### src/hdl/smacc_pkg.sv
package smacc_pkg;

    localparam int OPCODE_W = 7;
    localparam int WORD_W   = 15;
    localparam int MAG_W    = 14;
    localparam int STATUS_W = 2;
    localparam int CNT_W    = $clog2(MAG_W);
    localparam int IN_W     = 24;
    localparam int OUT_W    = 24;

    localparam logic [OPCODE_W-1:0] OP_ADD = 7'h30;
    localparam logic [OPCODE_W-1:0] OP_SUB = 7'h31;
    localparam logic [OPCODE_W-1:0] OP_DIV = 7'h32;
    localparam logic [OPCODE_W-1:0] OP_MUL = 7'h33;

    localparam logic [STATUS_W-1:0] ST_OK    = 2'd0;
    localparam logic [STATUS_W-1:0] ST_FAULT = 2'd1;
    localparam logic [STATUS_W-1:0] ST_DIV0  = 2'd2;

    typedef struct packed {
        logic load;
        logic step;
        logic commit;
    } dp_cmd_t;

    typedef struct packed {
        logic iter;
        logic last;
    } dp_sts_t;

endpackage

### src/hdl/smacc_ctrl.sv
module smacc_ctrl
(
    input  logic              clk,
    input  logic              rst_n,
    input  logic              in_valid,
    output logic              in_ready,
    output logic              out_valid,
    input  logic              out_ready,
    input  smacc_pkg::dp_sts_t sts,
    output smacc_pkg::dp_cmd_t cmd
);

    typedef enum logic [2:0] {
        S_IDLE = 3'b001,
        S_CALC = 3'b010,
        S_DONE = 3'b100
    } state_t;

    state_t state_reg;
    state_t state_next;
    logic   out_valid_reg;
    logic   out_valid_next;
    logic   accept;

    assign in_ready   = (state_reg == S_IDLE);
    assign accept     = in_valid && in_ready;
    assign out_valid  = out_valid_reg;

    assign cmd.load   = accept;
    assign cmd.step   = (state_reg == S_CALC);
    assign cmd.commit = (state_reg == S_DONE) && (!out_valid_reg || out_ready);

    always_comb
    begin
        state_next = state_reg;
        case (state_reg)
            S_IDLE:
            begin
                if (accept)
                begin
                    state_next = sts.iter ? S_CALC : S_DONE;
                end
            end
            S_CALC:
            begin
                if (sts.last)
                begin
                    state_next = S_DONE;
                end
            end
            S_DONE:
            begin
                if (cmd.commit)
                begin
                    state_next = S_IDLE;
                end
            end
            default:
            begin
                state_next = S_IDLE;
            end
        endcase
    end

    always_comb
    begin
        out_valid_next = out_valid_reg;
        if (cmd.commit)
        begin
            out_valid_next = 1'b1;
        end
        else if (out_ready)
        begin
            out_valid_next = 1'b0;
        end
    end

    always_ff @(posedge clk or negedge rst_n)
    begin
        if (!rst_n)
        begin
            state_reg     <= S_IDLE;
            out_valid_reg <= 1'b0;
        end
        else
        begin
            state_reg     <= state_next;
            out_valid_reg <= out_valid_next;
        end
    end

endmodule

### src/hdl/smacc_dp.sv
module smacc_dp
(
    input  logic                                clk,
    input  logic                                rst_n,
    input  logic [smacc_pkg::OPCODE_W-1:0]      opcode,
    input  logic [smacc_pkg::WORD_W-1:0]        mem_value,
    input  logic                                mem_fault,
    input  smacc_pkg::dp_cmd_t                  cmd,
    output smacc_pkg::dp_sts_t                  sts,
    output logic [smacc_pkg::WORD_W-1:0]        acc_out,
    output logic [smacc_pkg::STATUS_W-1:0]      status
);

    localparam int MW = smacc_pkg::MAG_W;
    localparam int WW = smacc_pkg::WORD_W;
    localparam int SW = WW + 1;

    function automatic logic [WW-1:0] sm_pack(input logic [WW-1:0] mag, input logic neg);
        logic [WW-1:0] r;
        if (mag == '0)
        begin
            r = '0;
        end
        else
        begin
            r = {mag[WW-1] | neg, mag[MW-1:0]};
        end
        return r;
    endfunction

    logic [WW-1:0]                      acc_reg;
    logic [WW-1:0]                      acc_next;
    logic [WW-1:0]                      res_reg;
    logic [WW-1:0]                      res_next;
    logic [smacc_pkg::STATUS_W-1:0]     st_reg;
    logic [smacc_pkg::STATUS_W-1:0]     st_next;
    logic [smacc_pkg::STATUS_W-1:0]     ost_reg;
    logic [smacc_pkg::STATUS_W-1:0]     ost_next;
    logic [WW-1:0]                      x_reg;
    logic [WW-1:0]                      x_next;
    logic [MW-1:0]                      y_reg;
    logic [MW-1:0]                      y_next;
    logic [WW-1:0]                      p_reg;
    logic [WW-1:0]                      p_next;
    logic                               div_reg;
    logic                               div_next;
    logic                               neg_reg;
    logic                               neg_next;
    logic [smacc_pkg::CNT_W-1:0]        cnt_reg;
    logic [smacc_pkg::CNT_W-1:0]        cnt_next;

    logic [MW-1:0]                      a_mag;
    logic [MW-1:0]                      b_mag;
    logic                               is_arith;
    logic                               is_addsub;
    logic                               b_zero;
    logic                               b_neg;
    logic [SW-1:0]                      av;
    logic [SW-1:0]                      bv;
    logic [SW-1:0]                      sum;
    logic [SW-1:0]                      sum_mag;
    logic [WW-1:0]                      trial;
    logic                               ge;
    logic [WW-1:0]                      step_p;
    logic [MW-1:0]                      step_y;
    logic [WW-1:0]                      iter_mag;

    assign a_mag     = acc_reg[MW-1:0];
    assign b_mag     = mem_value[MW-1:0];
    assign b_zero    = (b_mag == '0);
    assign is_arith  = opcode inside {smacc_pkg::OP_ADD, smacc_pkg::OP_SUB,
                                      smacc_pkg::OP_DIV, smacc_pkg::OP_MUL};
    assign is_addsub = (opcode == smacc_pkg::OP_ADD) || (opcode == smacc_pkg::OP_SUB);

    assign sts.iter  = is_arith && !mem_fault && ((opcode == smacc_pkg::OP_MUL)
                       || ((opcode == smacc_pkg::OP_DIV) && !b_zero));
    assign sts.last  = (cnt_reg == '0);

    // signed add or subtract of the two magnitudes
    assign b_neg   = mem_value[MW] ^ (opcode == smacc_pkg::OP_SUB);
    assign av      = acc_reg[MW] ? (SW'(0) - SW'(a_mag)) : SW'(a_mag);
    assign bv      = b_neg ? (SW'(0) - SW'(b_mag)) : SW'(b_mag);
    assign sum     = av + bv;
    assign sum_mag = sum[SW-1] ? (SW'(0) - sum) : sum;

    // one restoring divide step or one shift-add multiply step
    assign trial = {p_reg[MW-1:0], y_reg[MW-1]};
    assign ge    = (trial >= x_reg);

    always_comb
    begin
        if (div_reg)
        begin
            step_p = ge ? (trial - x_reg) : trial;
            step_y = {y_reg[MW-2:0], ge};
        end
        else
        begin
            step_p = y_reg[0] ? (p_reg + x_reg) : p_reg;
            step_y = {1'b0, y_reg[MW-1:1]};
        end
    end

    assign iter_mag = div_reg ? {1'b0, step_y} : step_p;

    always_comb
    begin
        acc_next = acc_reg;
        res_next = res_reg;
        st_next  = st_reg;
        ost_next = ost_reg;
        x_next   = x_reg;
        y_next   = y_reg;
        p_next   = p_reg;
        div_next = div_reg;
        neg_next = neg_reg;
        cnt_next = cnt_reg;

        if (cmd.load)
        begin
            res_next = acc_reg;
            st_next  = smacc_pkg::ST_OK;
            div_next = (opcode == smacc_pkg::OP_DIV);
            // sign only when both operands are nonzero
            neg_next = (acc_reg[MW] ^ mem_value[MW]) && (a_mag != '0) && !b_zero;
            cnt_next = smacc_pkg::CNT_W'(MW - 1);
            p_next   = '0;
            if (opcode == smacc_pkg::OP_DIV)
            begin
                x_next = WW'(b_mag);
                y_next = a_mag;
            end
            else
            begin
                x_next = WW'(a_mag);
                y_next = b_mag;
            end
            if (is_arith && mem_fault)
            begin
                st_next = smacc_pkg::ST_FAULT;
            end
            else if (is_arith && is_addsub)
            begin
                res_next = sm_pack(sum_mag[WW-1:0], sum[SW-1]);
            end
            else if ((opcode == smacc_pkg::OP_DIV) && b_zero)
            begin
                st_next = smacc_pkg::ST_DIV0;
            end
        end
        else if (cmd.step)
        begin
            p_next   = step_p;
            y_next   = step_y;
            x_next   = div_reg ? x_reg : {x_reg[WW-2:0], 1'b0};
            cnt_next = cnt_reg - smacc_pkg::CNT_W'(1);
            if (cnt_reg == '0)
            begin
                if (div_reg)
                begin
                    res_next = sm_pack(iter_mag, neg_reg);
                end
                else
                begin
                    // a nonzero product keeps its sign even when its low bits are zero
                    res_next = {iter_mag[WW-1] | neg_reg, iter_mag[MW-1:0]};
                end
            end
        end

        if (cmd.commit)
        begin
            acc_next = res_reg;
            ost_next = st_reg;
        end
    end

    always_ff @(posedge clk or negedge rst_n)
    begin
        if (!rst_n)
        begin
            acc_reg <= '0;
            cnt_reg <= '0;
        end
        else
        begin
            acc_reg <= acc_next;
            cnt_reg <= cnt_next;
        end
    end

    always_ff @(posedge clk)
    begin
        res_reg <= res_next;
        st_reg  <= st_next;
        ost_reg <= ost_next;
        x_reg   <= x_next;
        y_reg   <= y_next;
        p_reg   <= p_next;
        div_reg <= div_next;
        neg_reg <= neg_next;
    end

    assign acc_out = acc_reg;
    assign status  = ost_reg;

endmodule

### src/hdl/sign_magnitude_accumulator_alu.sv
// 15-bit sign-magnitude accumulator alu
// commands arrive on the s_axis channel: opcode, operand word and a fetch
// fault flag; each command gives one result transfer on m_axis holding the
// accumulator after the command and a status code (0 ok, 1 fault, 2 div by 0)
// add, subtract, no-op, faulted and divide-by-zero commands skip the iterative
// unit and go straight to the done state; multiply and divide run through the
// shared 14-step shift-add / restoring-divide unit (one bit per cycle)
// one command is in work at a time; s_tready is high while the controller
// is idle, and a new command is taken even while the last result still
// waits on m_axis
// if the receiver stalls, the finished result waits in the datapath until
// the output register frees up; the accumulator updates in the same cycle
// the result is loaded into the output register
// reset clears the accumulator to zero and drops m_tvalid
module sign_magnitude_accumulator_alu
(
    input  logic                        clk,
    input  logic                        rst_n,
    input  logic                        s_tvalid,
    output logic                        s_tready,
    input  logic [smacc_pkg::IN_W-1:0]  s_tdata,   // opcode, mem_value, mem_fault
    output logic                        m_tvalid,
    input  logic                        m_tready,
    output logic [smacc_pkg::OUT_W-1:0] m_tdata    // acc_out, status
);

    localparam int OW = smacc_pkg::OPCODE_W;
    localparam int WW = smacc_pkg::WORD_W;
    localparam int SW = smacc_pkg::STATUS_W;

    smacc_pkg::dp_cmd_t     cmd;
    smacc_pkg::dp_sts_t     sts;
    logic [WW-1:0]          acc_out;
    logic [SW-1:0]          status;

    smacc_ctrl u_ctrl
    (
        .clk       (clk),
        .rst_n     (rst_n),
        .in_valid  (s_tvalid),
        .in_ready  (s_tready),
        .out_valid (m_tvalid),
        .out_ready (m_tready),
        .sts       (sts),
        .cmd       (cmd)
    );

    smacc_dp u_dp
    (
        .clk       (clk),
        .rst_n     (rst_n),
        .opcode    (s_tdata[OW-1:0]),
        .mem_value (s_tdata[OW+WW-1:OW]),
        .mem_fault (s_tdata[OW+WW]),
        .cmd       (cmd),
        .sts       (sts),
        .acc_out   (acc_out),
        .status    (status)
    );

    assign m_tdata = {(smacc_pkg::OUT_W - WW - SW)'(0), status, acc_out};

endmodule
### config.mk
export PLATFORM = sky130hd
export DESIGN_NAME = sign_magnitude_accumulator_alu
export DESIGN_NICKNAME = d
export VERILOG_FILES = /design/src/hdl/smacc_pkg.sv /design/src/hdl/smacc_ctrl.sv /design/src/hdl/smacc_dp.sv /design/src/hdl/sign_magnitude_accumulator_alu.sv
export SDC_FILE = /design/constraint.sdc
export NUM_CORES = 1
export LEC_CHECK = 0
export BUFFER_PORTS_ARGS = -buffer_cell sky130_fd_sc_hd__buf_4
export CAP_MARGIN = 25
export CORE_MARGIN = 2
export CORE_UTILIZATION = 58
export CTS_BUF_LIST = sky130_fd_sc_hd__clkbuf_8
export DETAILED_ROUTE_END_ITERATION = 16
export PLACE_DENSITY = 0.87
export SLEW_MARGIN = 20
export SYNTH_ARGS = -nofsm -noshare
export SYNTH_HDL_FRONTEND = slang
export SYNTH_SLANG_ARGS = --single-unit
### constraint.sdc
create_clock -name clk -period 3.9 [get_ports clk]
set_input_delay 0.195 -clock clk [delete_from_list [all_inputs] [get_ports clk]]
set_output_delay 0.195 -clock clk [all_outputs]
set_load 0.02 [all_outputs]
[After elaboration in Yosys (flattened, before gate mapping)]
Index checks and enable logic that the tools add are counted.
Cells by class
  equality and inequality tests: 11
  bitwise logic cells: 4
  order comparisons: 1
  multiply operators: 0
  reduce and logical (&&, ||, !) cells: 29
  shifts and indexed selects: 0
  add/subtract/negate cells: 7
  multiplexer cells: 34
  div/mod/pow operators: 0
Operators with widths (count)
  $mux W15: 16
  $mux W14: 5
  $mux W16: 2
  $logic_not A15 Y1: 2
  $sub A1 B14 Y15 const A: 2
  $eq A7 B6 Y1 const B: 4
  $add A16 B16 Y16: 1
  $add A15 B15 Y15: 1
  $ge A15 B15 Y1: 1
  $sub A1 B15 Y15 const A: 1
  $sub A15 B15 Y15: 1
  $logic_not A14 Y1: 1
  $reduce_bool A14 Y1: 1
  $mux W3: 4
  $logic_and A1 B1 Y1: 10
  $pmux W3 S3: 1
  $mux W4: 2
  $ne A2 B2 Y1 const B: 3
  $reduce_bool A2 Y1: 3
  $logic_not A4 Y1: 1
  $reduce_and A2 Y1: 2
  $reduce_bool A4 Y1: 1
  $sub A4 B1 Y4 const B: 1
  $eq A3 B1 Y1 const B: 1
  11 further kinds: 19
Storage, ports and cells
  latch bits: 0
  ROM bits: 0
  output and inout bits: 26
  bits in writable memories: 0
  flip-flop bits (word level): 88
  memories kept: 0
  bits of input ports: 28

[Depth between registers and ports, before layout]
Gate-level depths: netlist of run 1.
  depth in word-level cells: 11
  depth in mapped cells: 22

[Cells and area by module]
From an unflattened synthesis of run 1, not the netlist that was laid out.
Unflattened totals
  cells, all modules: 994
  area, all modules: 8087.8 sq um
Modules (own cells, without submodules)
  smacc_dp: seq. area each 2277.2 sq um, area an instance 7802.5 sq um, cells an instance 962, instances 1
  smacc_ctrl: seq. area each 101.3 sq um, area an instance 229.0 sq um, cells an instance 24, instances 1
  sign_magnitude_accumulator_alu: seq. area each 0.0 sq um, area an instance 56.3 sq um, cells an instance 8, instances 1

[Worst setup path after synthesis of run 1]
OpenSTA, ideal clock, no wires.
  path kind: input to register
  start: input port s_tdata[6] in the netlist's numbering
  end: register u_dp.res_reg[14] (data pin)
  stages: 20
  arrival time: 4130 ps
  path buffers: 3
  library setup time: 259 ps
  slack: -489 ps
  path through: or4_1 > nor2_1 > nand2_1 > xnor2_1 > clkbuf_1 > nand2_1 > xnor2_1 > ha_1 > buf_6 > a21oi_2 > nand3_1 > or2_1 > buf_6 > o311ai_4 > o21bai_1 > and4bb_4 > a31oi_4 > xnor2_1 > o2111ai_1 > o31a_1
On the way
  cells in the longest elaborated chain, start to end: 11
  elaborated cells on any way between the ends: 19
  those cells by class: add/sub (2); eq/ne (4); mux (6); bitwise (2); reduce/logical (5)
Ends and longest elaborated chain
  start: declaration: RTL line sign_magnitude_accumulator_alu.sv:21  | input logic [smacc_pkg::IN_W-1:0] s_tdata,
  $eq A7 B6 Y1: RTL line smacc_dp.sv:71, smacc_dp.sv:73, smacc_dp.sv:80
  $xor A1 B1 Y1: RTL line smacc_dp.sv:80  | assign b_neg = mem_value[MW] ^ (opcode == smacc_pkg::OP_SUB);
  $mux W16: RTL line smacc_dp.sv:82  | assign bv = b_neg ? (SW'(0) - SW'(b_mag)) : SW'(b_mag);
  $add A16 B16 Y16: RTL line smacc_dp.sv:83  | assign sum = av + bv;
  $sub A1 B15 Y15: RTL line smacc_dp.sv:84  | assign sum_mag = sum[SW-1] ? (SW'(0) - sum) : sum;
  $mux W15: RTL line smacc_dp.sv:84
  $logic_not A15 Y1 or $or A1 B1 Y1 (tied branches): RTL line smacc_dp.sv:20, smacc_dp.sv:26
  $mux W15: RTL line smacc_dp.sv:20  | if (mag == '0)
  $mux W15: RTL line smacc_dp.sv:142  | else if (is_arith && is_addsub)
  $mux W15 *: RTL line smacc_dp.sv:138  | if (is_arith && mem_fault)
  $mux W15 *: RTL line smacc_dp.sv:119  | if (cmd.load)
  via u_dp.res_next[14]: RTL line smacc_dp.sv:34  | logic [WW-1:0] res_next;
  end signal: assignment: RTL line smacc_dp.sv:194  | res_reg <= res_next;
  end: declaration: RTL line smacc_dp.sv:33  | logic [WW-1:0] res_reg;
The timed path passes the listed nets; every way through them passes the cells marked *.
A chain may end at the register's enable or synchronous reset.

[Final worst setup path of run 1]
  start: register u_dp.acc_reg[7] (netlist: u_dp.acc_out[7])
  end: register u_dp.res_reg[14] (data pin)
On the way
  cells in the longest elaborated chain, start to end: 10
  elaborated cells on any way between the ends: 11
  those cells by class: add/sub (3); mux (6); bitwise (1); reduce/logical (1)
Ends and longest elaborated chain
  start: declaration: RTL line smacc_dp.sv:31  | logic [WW-1:0] acc_reg;
  start signal: assignment: RTL line smacc_dp.sv:187  | acc_reg <= acc_next;
  $sub A1 B14 Y15: RTL line smacc_dp.sv:81  | assign av = acc_reg[MW] ? (SW'(0) - SW'(a_mag)) : SW'(a_mag);
  $mux W16 *: RTL line smacc_dp.sv:81
  $add A16 B16 Y16 *: RTL line smacc_dp.sv:83
  $sub A1 B15 Y15: RTL line smacc_dp.sv:84
  $mux W15: RTL line smacc_dp.sv:84
  $logic_not A15 Y1 or $or A1 B1 Y1 (tied branches): RTL line smacc_dp.sv:20, smacc_dp.sv:26
  $mux W15 *: RTL line smacc_dp.sv:20
  $mux W15 *: RTL line smacc_dp.sv:142
  $mux W15 *: RTL line smacc_dp.sv:138
  $mux W15 *: RTL line smacc_dp.sv:119
  via u_dp.res_next[14]: RTL line smacc_dp.sv:34
Marks and branches as above.

==> results of run 1 <==
-- where the power goes --
| group | switching [mW] | internal, mW | total, mW | leakage (nW) |
|---|---|---|---|---|
| sequential | 0.181 | 1.17 | 1.35 | 0.873 |
| clock | 0.338 | 0.306 | 0.644 | 0.108 |
| combinational | 4.17 | 3.64 | 7.81 | 3.24 |
-- final timing paths --
| check | start | cells past startpoint | endpoint | slack [ns] |
|---|---|---|---|---|
| hold / removal | m_tready | 3 | u_ctrl.state_reg[0]$_DFFE_PN1P_ | 0.16 |
| min in group asynchronous | rst_n | 2 | u_dp.acc_out[8]$_DFFE_PN0P_ | 0.24 |
| setup / recovery | u_dp.acc_out[7]$_DFFE_PN0P_ | 17 | u_dp.res_reg[14]$_DFFE_PP_ | -0.14 |
| setup reg to reg | u_dp.acc_out[7]$_DFFE_PN0P_ | 17 | u_dp.res_reg[14]$_DFFE_PP_ | -0.14 |
| hold reg to reg | u_dp.st_reg[1]$_SDFFCE_PP0P_ | 0 | u_dp.status[1]$_DFFE_PP_ | 0.43 |
| max in group asynchronous | rst_n | 2 | u_ctrl.state_reg[0]$_DFFE_PN1P_ | 3.36 |
-- Yosys cell counts (all sizes together) (9+ instances only) --
cell / number
a211oi: 26
ha: 48
a21o: 10
or2: 9
o21ai: 71
xor2: 24
dfxtp: 15
nor2b: 18
o211ai: 19
a31oi: 35
o31ai: 16
inv: 53
nor2: 77
nor3: 32
nand2: 156
buf: 22
dfrtp: 22
a21oi: 44
clkbuf: 40
nand3: 22
or3: 10
xnor2: 47
edfxtp: 50
nand2b: 13
-- kinds of logic (layout without fill, tap and decap cells) --
group | count (synthesis) | count (layout)
AND/OR/NAND/NOR | 380 | 380
XOR/XNOR | 71 | 71
flip-flops | 88 | 88
buffers and inverters | 118 | 258
adder cells (fa/ha/maj) | 51 | 51
multiplexers | 7 | 7
other | 1 | 7
AO/OA/AOI/OAI | 287 | 287
-- layout by cell type (no fill, tap or decap), types with 33 or more instances in the layout --
cell type,n
edfxtp_1,50
xnor2_1,39
a21oi_1,40
nor2_1,73
o21ai_0,59
ha_1,42
a31oi_1,33
inv_1,54
buf_4,179
nand2_1,153
-- metrics by stage --
| stage | setup slack, ns | instances |
|---|---|---|
| 5_1_grt | -0.224 | 1329 |
| 3_5_place_dp | -0.560 | 1297 |
| 2_1_floorplan | -0.189 | 1009 |
| 6_report | -0.138 | 1329 |
| 4_1_cts | -0.0224 | 1320 |
| 3_3_place_gp | -0.463 | 1297 |
-- cell type report --
class / count / area share (%)
clock buffer: 10 / 1.37
tap: 180 / 2.24
multi-input combinational: 803 / 55.9
clock inverter: 6 / 0.535
timing repair buffer: 186 / 14.3
sequential: 88 / 23.6
inverter: 56 / 2.09
-- what timing repair did --
action                                  in CTS  in global routing
hold buffers                                 1                  0
resized for setup                           25                 60
hold endpoints to repair                    23                  0
pin swaps                                   21                 22
setup buffers                                6                  9
endpoints found under the setup margin       5                 11
-- worst register-to-register path, stage by stage, from the launching register on --
cell and delay, ns:
dfrtp_1 0.40, nor4_2 0.27, buf_4 0.18, nand4_1 0.16, buf_4 0.20, o41ai_4 0.23, xnor2_1 0.20, ha_1 0.32
nor3_1 0.18, nor2_1 0.10, a211oi_2 0.30, nor2_4 0.11, buf_4 0.15, nor2_1 0.11, o21ai_0 0.14, a2111oi_2 0.35
o2111ai_1 0.16, o31a_1 0.25
-- routing by layer --
| layer | up-vias | track usage (%) | wire length, um |
|---|---|---|---|
| met3 | 100 | 5.57 | 2850 |
| met4 | 0 | 12.4 | 940 |
| li1 | 3898 | - | - |
| met1 | 4096 | 47.7 | 10400 |
| met2 | 565 | 54.1 | 12100 |
| met5 | - | 0 | 0 |
==> impl_results.md, run 1 <==
- Max-slew headroom: 50.5%
- Buf+Inv Stages, Crit Path: 3
- Row count: 43
- Slew at the pin closest to its max-slew limit: 0.742 ns
- Pwr Total: 9.81 mW
- Layout area overhead: 25.2%
- Area of the multi-input gates: 5620 um2
- CTS sink cnt: 88
- DP HPWL: 18.8 mm
- Min Tclk post-route: 4.04 ns
- RSZ-0062 raised after global routing: true
- Ys flop type: edfxtp_1
- Antenna diode count: 0
- Width of the die: 122 um
- Wirelength per Cell: 19.7 um
- Worst-Skew Late Latency: 0.38 ns
- Clock transition at the registers of the reported paths: 0.09 ns
- First-pass GRT wire length: 39.4 mm
- CP Capture Type: flip-flop
- Post-synth top area cell: edfxtp_1
- Post-Synth Adder-Cell Area: 8.22%
- Drt total wl: 26.2 mm
- Setup Skew: 0.0104 ns
- Synth Area in XOR/XNOR: 7.74%
- CP top delay family: compound AO/OA/AOI/OAI gates
- Syn Area/Cell: 8.01 um2
- CTS Buffer Depth: 2
- Final worst-path cycle share: 104%
- Max-cap violations: 0
- Design Area, Final: 10100 um2
- Yosys top cell area share: 18.7%
- Total gr overflow: 0
- Vias in the first global route: 7686
- Die area: 14800 um2
- Asr flop ratio synth: 26.1%
- Crit path max fanout: 6
- Nets: 1223
- Worst path max stage delay: 0.40 ns
- WS Path Type: reg2reg
- Antenna Violating Nets Remaining: 0
- Final setup violation count: 1
- Initial core utilization: 58.5%
- Synth Cell Area: 8030 um2
- Post-synth EDFFs: 50
- Initial DRC Count: 1166
- Total CTS buffers: 9
- Final setup margin: -0.138 ns
- GP Congestion: 0.952
- WP data arrival: 4.17 ns
- Slowest cell on crit path: dfrtp_1
- Pwr/cell area: 975 nW/um2
- Largest net degree at the start of global routing: 58
- Outcome: complete, but fails checks
- Main combinational cell family by area after synthesis: compound AO/OA/AOI/OAI gates
- Core Util, Final: 73.3%
- Die Y: 122 um
- Register bit total from synthesis: 88
- Static leakage power: 4.22 nW
- WP data required: 4.03 ns
- Register Area: 2380 um2
- Root Driver: clkbuf_8
- I/O Pins: 54
- Crit-path cells: nor4_2, buf_4, nand4_1, buf_4, o41ai_4, xnor2_1, ha_1, nor3_1, nor2_1, a211oi_2, nor2_4, buf_4, nor2_1, o21ai_0, a2111oi_2, o2111ai_1, o31a_1
- Max Fclk: 248 MHz
- DRT Pass-1 Iters: 6
- Via count: 8659
- CP Launch Type: flip-flop
- Hold Vio Cnt, Final: 0
- WHS: 0.160 ns
- Seq/Total Area, Yosys: 29.6%
- Failing checks: negative setup slack
- Worst VDD drop: 0.948 mV
- I/O Buffers: 45
- Cell area after placement: 9350 um2
- Post-synth cell types: 85
- Layout fillers: 1010
- Total GRT Usage: 34.2%
- Drc violations: 0
- Setup TNS: -0.138 ns
- Mux share of post-synthesis cell area: 0.872%
- Core Area: 13700 um2
- Pins over their slew limit: 0
- Share of cells above drive strength 1: 25.2%
- Initial antenna violation count: 0
- Vias per cell: 6.52
- Worst hold path class: in2reg
- Compound-Gate Fraction of Synth Area: 24.8%
- Yosys warning count: 0
- Top cells by area, synth: edfxtp_1, ha_1, nand2_1
- H-Tree Level Count: 3
- CTS tree: built
- Critical path's most frequent cell: buf_4
- Synth Area in Simple Gates: 22.5%
- Syn Inst Count: 1003
(Power assumes the default switching activity.)
==> run 2: changes to the inputs <==
- PLACE_DENSITY: 0.87 -> 0.89
==> impl_results.md, run 2 (synthesized netlist as in run 1, its figures left out) <==
- I/O Buffers: 45
- Root Driver: clkbuf_8
- Clock transition at the registers of the reported paths: 0.10 ns
- Nets: 1234
- CTS tree: built
- Layout area overhead: 26.8%
- Pins over their slew limit: 0
- GP Congestion: 0.950
- Vias per cell: 6.83
- RSZ-0062 raised after global routing: true
- Layout Cells excl Fill: 1340
- WP data required: 4.04 ns
- WP data arrival: 4.47 ns
- Drc violations: 0
- Placed cell count: 1308
- Crit path max fanout: 6
- H-Tree Level Count: 3
- Min Tclk post-route: 4.34 ns
- Core Util, Final: 74.2%
- Pwr Total: 10.1 mW
- Post-Place Setup Slack: -0.614 ns
- Outcome: complete, but fails checks
- Max-slew headroom: 51.4%
- Initial core utilization: 58.5%
- Total CTS buffers: 9
- Max-cap violations: 0
- Final setup violation count: 14
- DP HPWL: 19.2 mm
- Worst hold path class: in2reg
- Slew at the pin closest to its max-slew limit: 0.729 ns
- Worst-Skew Late Latency: 0.39 ns
- Vias in the first global route: 8048
- Final setup margin: -0.438 ns
- Core Area: 13700 um2
- Initial DRC Count: 1577
- Setup Skew: 0.0180 ns
- Hold Vio Cnt, Final: 0
- Total gr overflow: 0
- Die area: 14800 um2
- Pwr/cell area: 992 nW/um2
- Row count: 43
- Worst VDD drop: 1.16 mV
- DRT Pass-1 Iters: 7
- Final worst-path cycle share: 111%
- Layout fillers: 883
- Setup crit start: s_tdata[3]
- Flop2flop setup slack: -0.40 ns
- Largest net degree at the start of global routing: 58
- Drt total wl: 28.6 mm
- CP Launch Type: primary input
- Antenna Violating Nets Remaining: 0
- Width of the die: 122 um
- Initial antenna violation count: 0
- I/O Pins: 54
- Min-delay src: m_tready
- Via count: 9157
- Commonest non-fill, non-tap cell in the layout: buf_4
- CTS Buffer Depth: 2
- Wirelength per Cell: 21.3 um
- FF-to-FF Start: u_dp.acc_out[4]$_DFFE_PN0P_
- First-pass GRT wire length: 40.1 mm
- Total GRT Usage: 34.6%
- WHS: 0.110 ns
- Static leakage power: 4.28 nW
- WS Path Type: in2reg
- Die Y: 122 um
- Failing checks: negative setup slack
- Share of cells above drive strength 1: 26.3%
- Most frequent cells in the layout: buf_4, nand2_1, nor2_1
- Max Fclk: 231 MHz
- CTS sink cnt: 88
- CP Capture Type: flip-flop
- Antenna diode count: 0
[run 2: critical path, stage by stage]
cell and delay (ns):
buf_6 0.09, or4_4 0.55, nor2_1 0.16, nand2_1 0.14
xnor2_2 0.26, buf_4 0.16, buf_6 0.13, o31ai_1 0.09
xnor2_1 0.17, ha_1 0.35, and4_1 0.24, o2111ai_1 0.12
a31oi_1 0.31, a211oi_2 0.09, nor2_4 0.20, buf_4 0.16
a21oi_1 0.04, o32a_1 0.32, a2111oi_2 0.24, o2111ai_1 0.16
o31a_1 0.27
[run 2: layout make-up]
type                    count  area [um2]  area share [%]
inverters                  56         210            2.06
well taps                 180         225            2.21
clock buffers               9         124            1.22
clock inverters             7        71.3           0.700
flip-flops and latches     88        2380            23.4
repair buffers            197        1510            14.8
multi-input cells         803        5670            55.6
[run 2: worst paths after layout]
kind / cells after the start / endpoint
worst min-delay path: 3 / u_ctrl.state_reg[0]$_DFFE_PN1P_
worst max-delay path: 21 / u_dp.res_reg[14]$_DFFE_PP_
min in group asynchronous: 2 / u_ctrl.out_valid$_DFFE_PN0P_
worst min register to register: 0 / u_dp.status[1]$_DFFE_PP_
worst max register to register: 18 / u_dp.res_reg[14]$_DFFE_PP_
max in group asynchronous: 2 / u_ctrl.state_reg[0]$_DFFE_PN1P_
[run 2: power by group]
part | switching, mW | internal [mW] | total, mW
sequential | 0.206 | 1.17 | 1.37
clock | 0.364 | 0.298 | 0.662
combinational | 4.38 | 3.69 | 8.07
[run 2: metrics by stage]
stage	TNS, ns	cell area (um2)
2_1_floorplan	-0.189	8110
3_3_place_gp	-2.59	9420
3_5_place_dp	-3.71	9420
6_report	-2.56	10200
5_1_grt	-3.66	10200
4_1_cts	-0.173	9700
[run 2: timing repair]
item	CTS	global route
hold endpoints to repair	23	0
buffers inserted	4	10
setup endpoints to repair	6	13
gates cloned	0	1
resized for setup	9	80
pin swaps	13	42
hold buffers	1	0
[run 2: metal layers]
layer  track usage [%]  share of wire [%]  vias to the layer above
li1                  -                  -                     3933
met1              45.9                 36                     4185
met2              54.7                 44                      809
met3              7.16                 13                      230
met4              15.4                7.0                        0
met5                 0                  0                        -
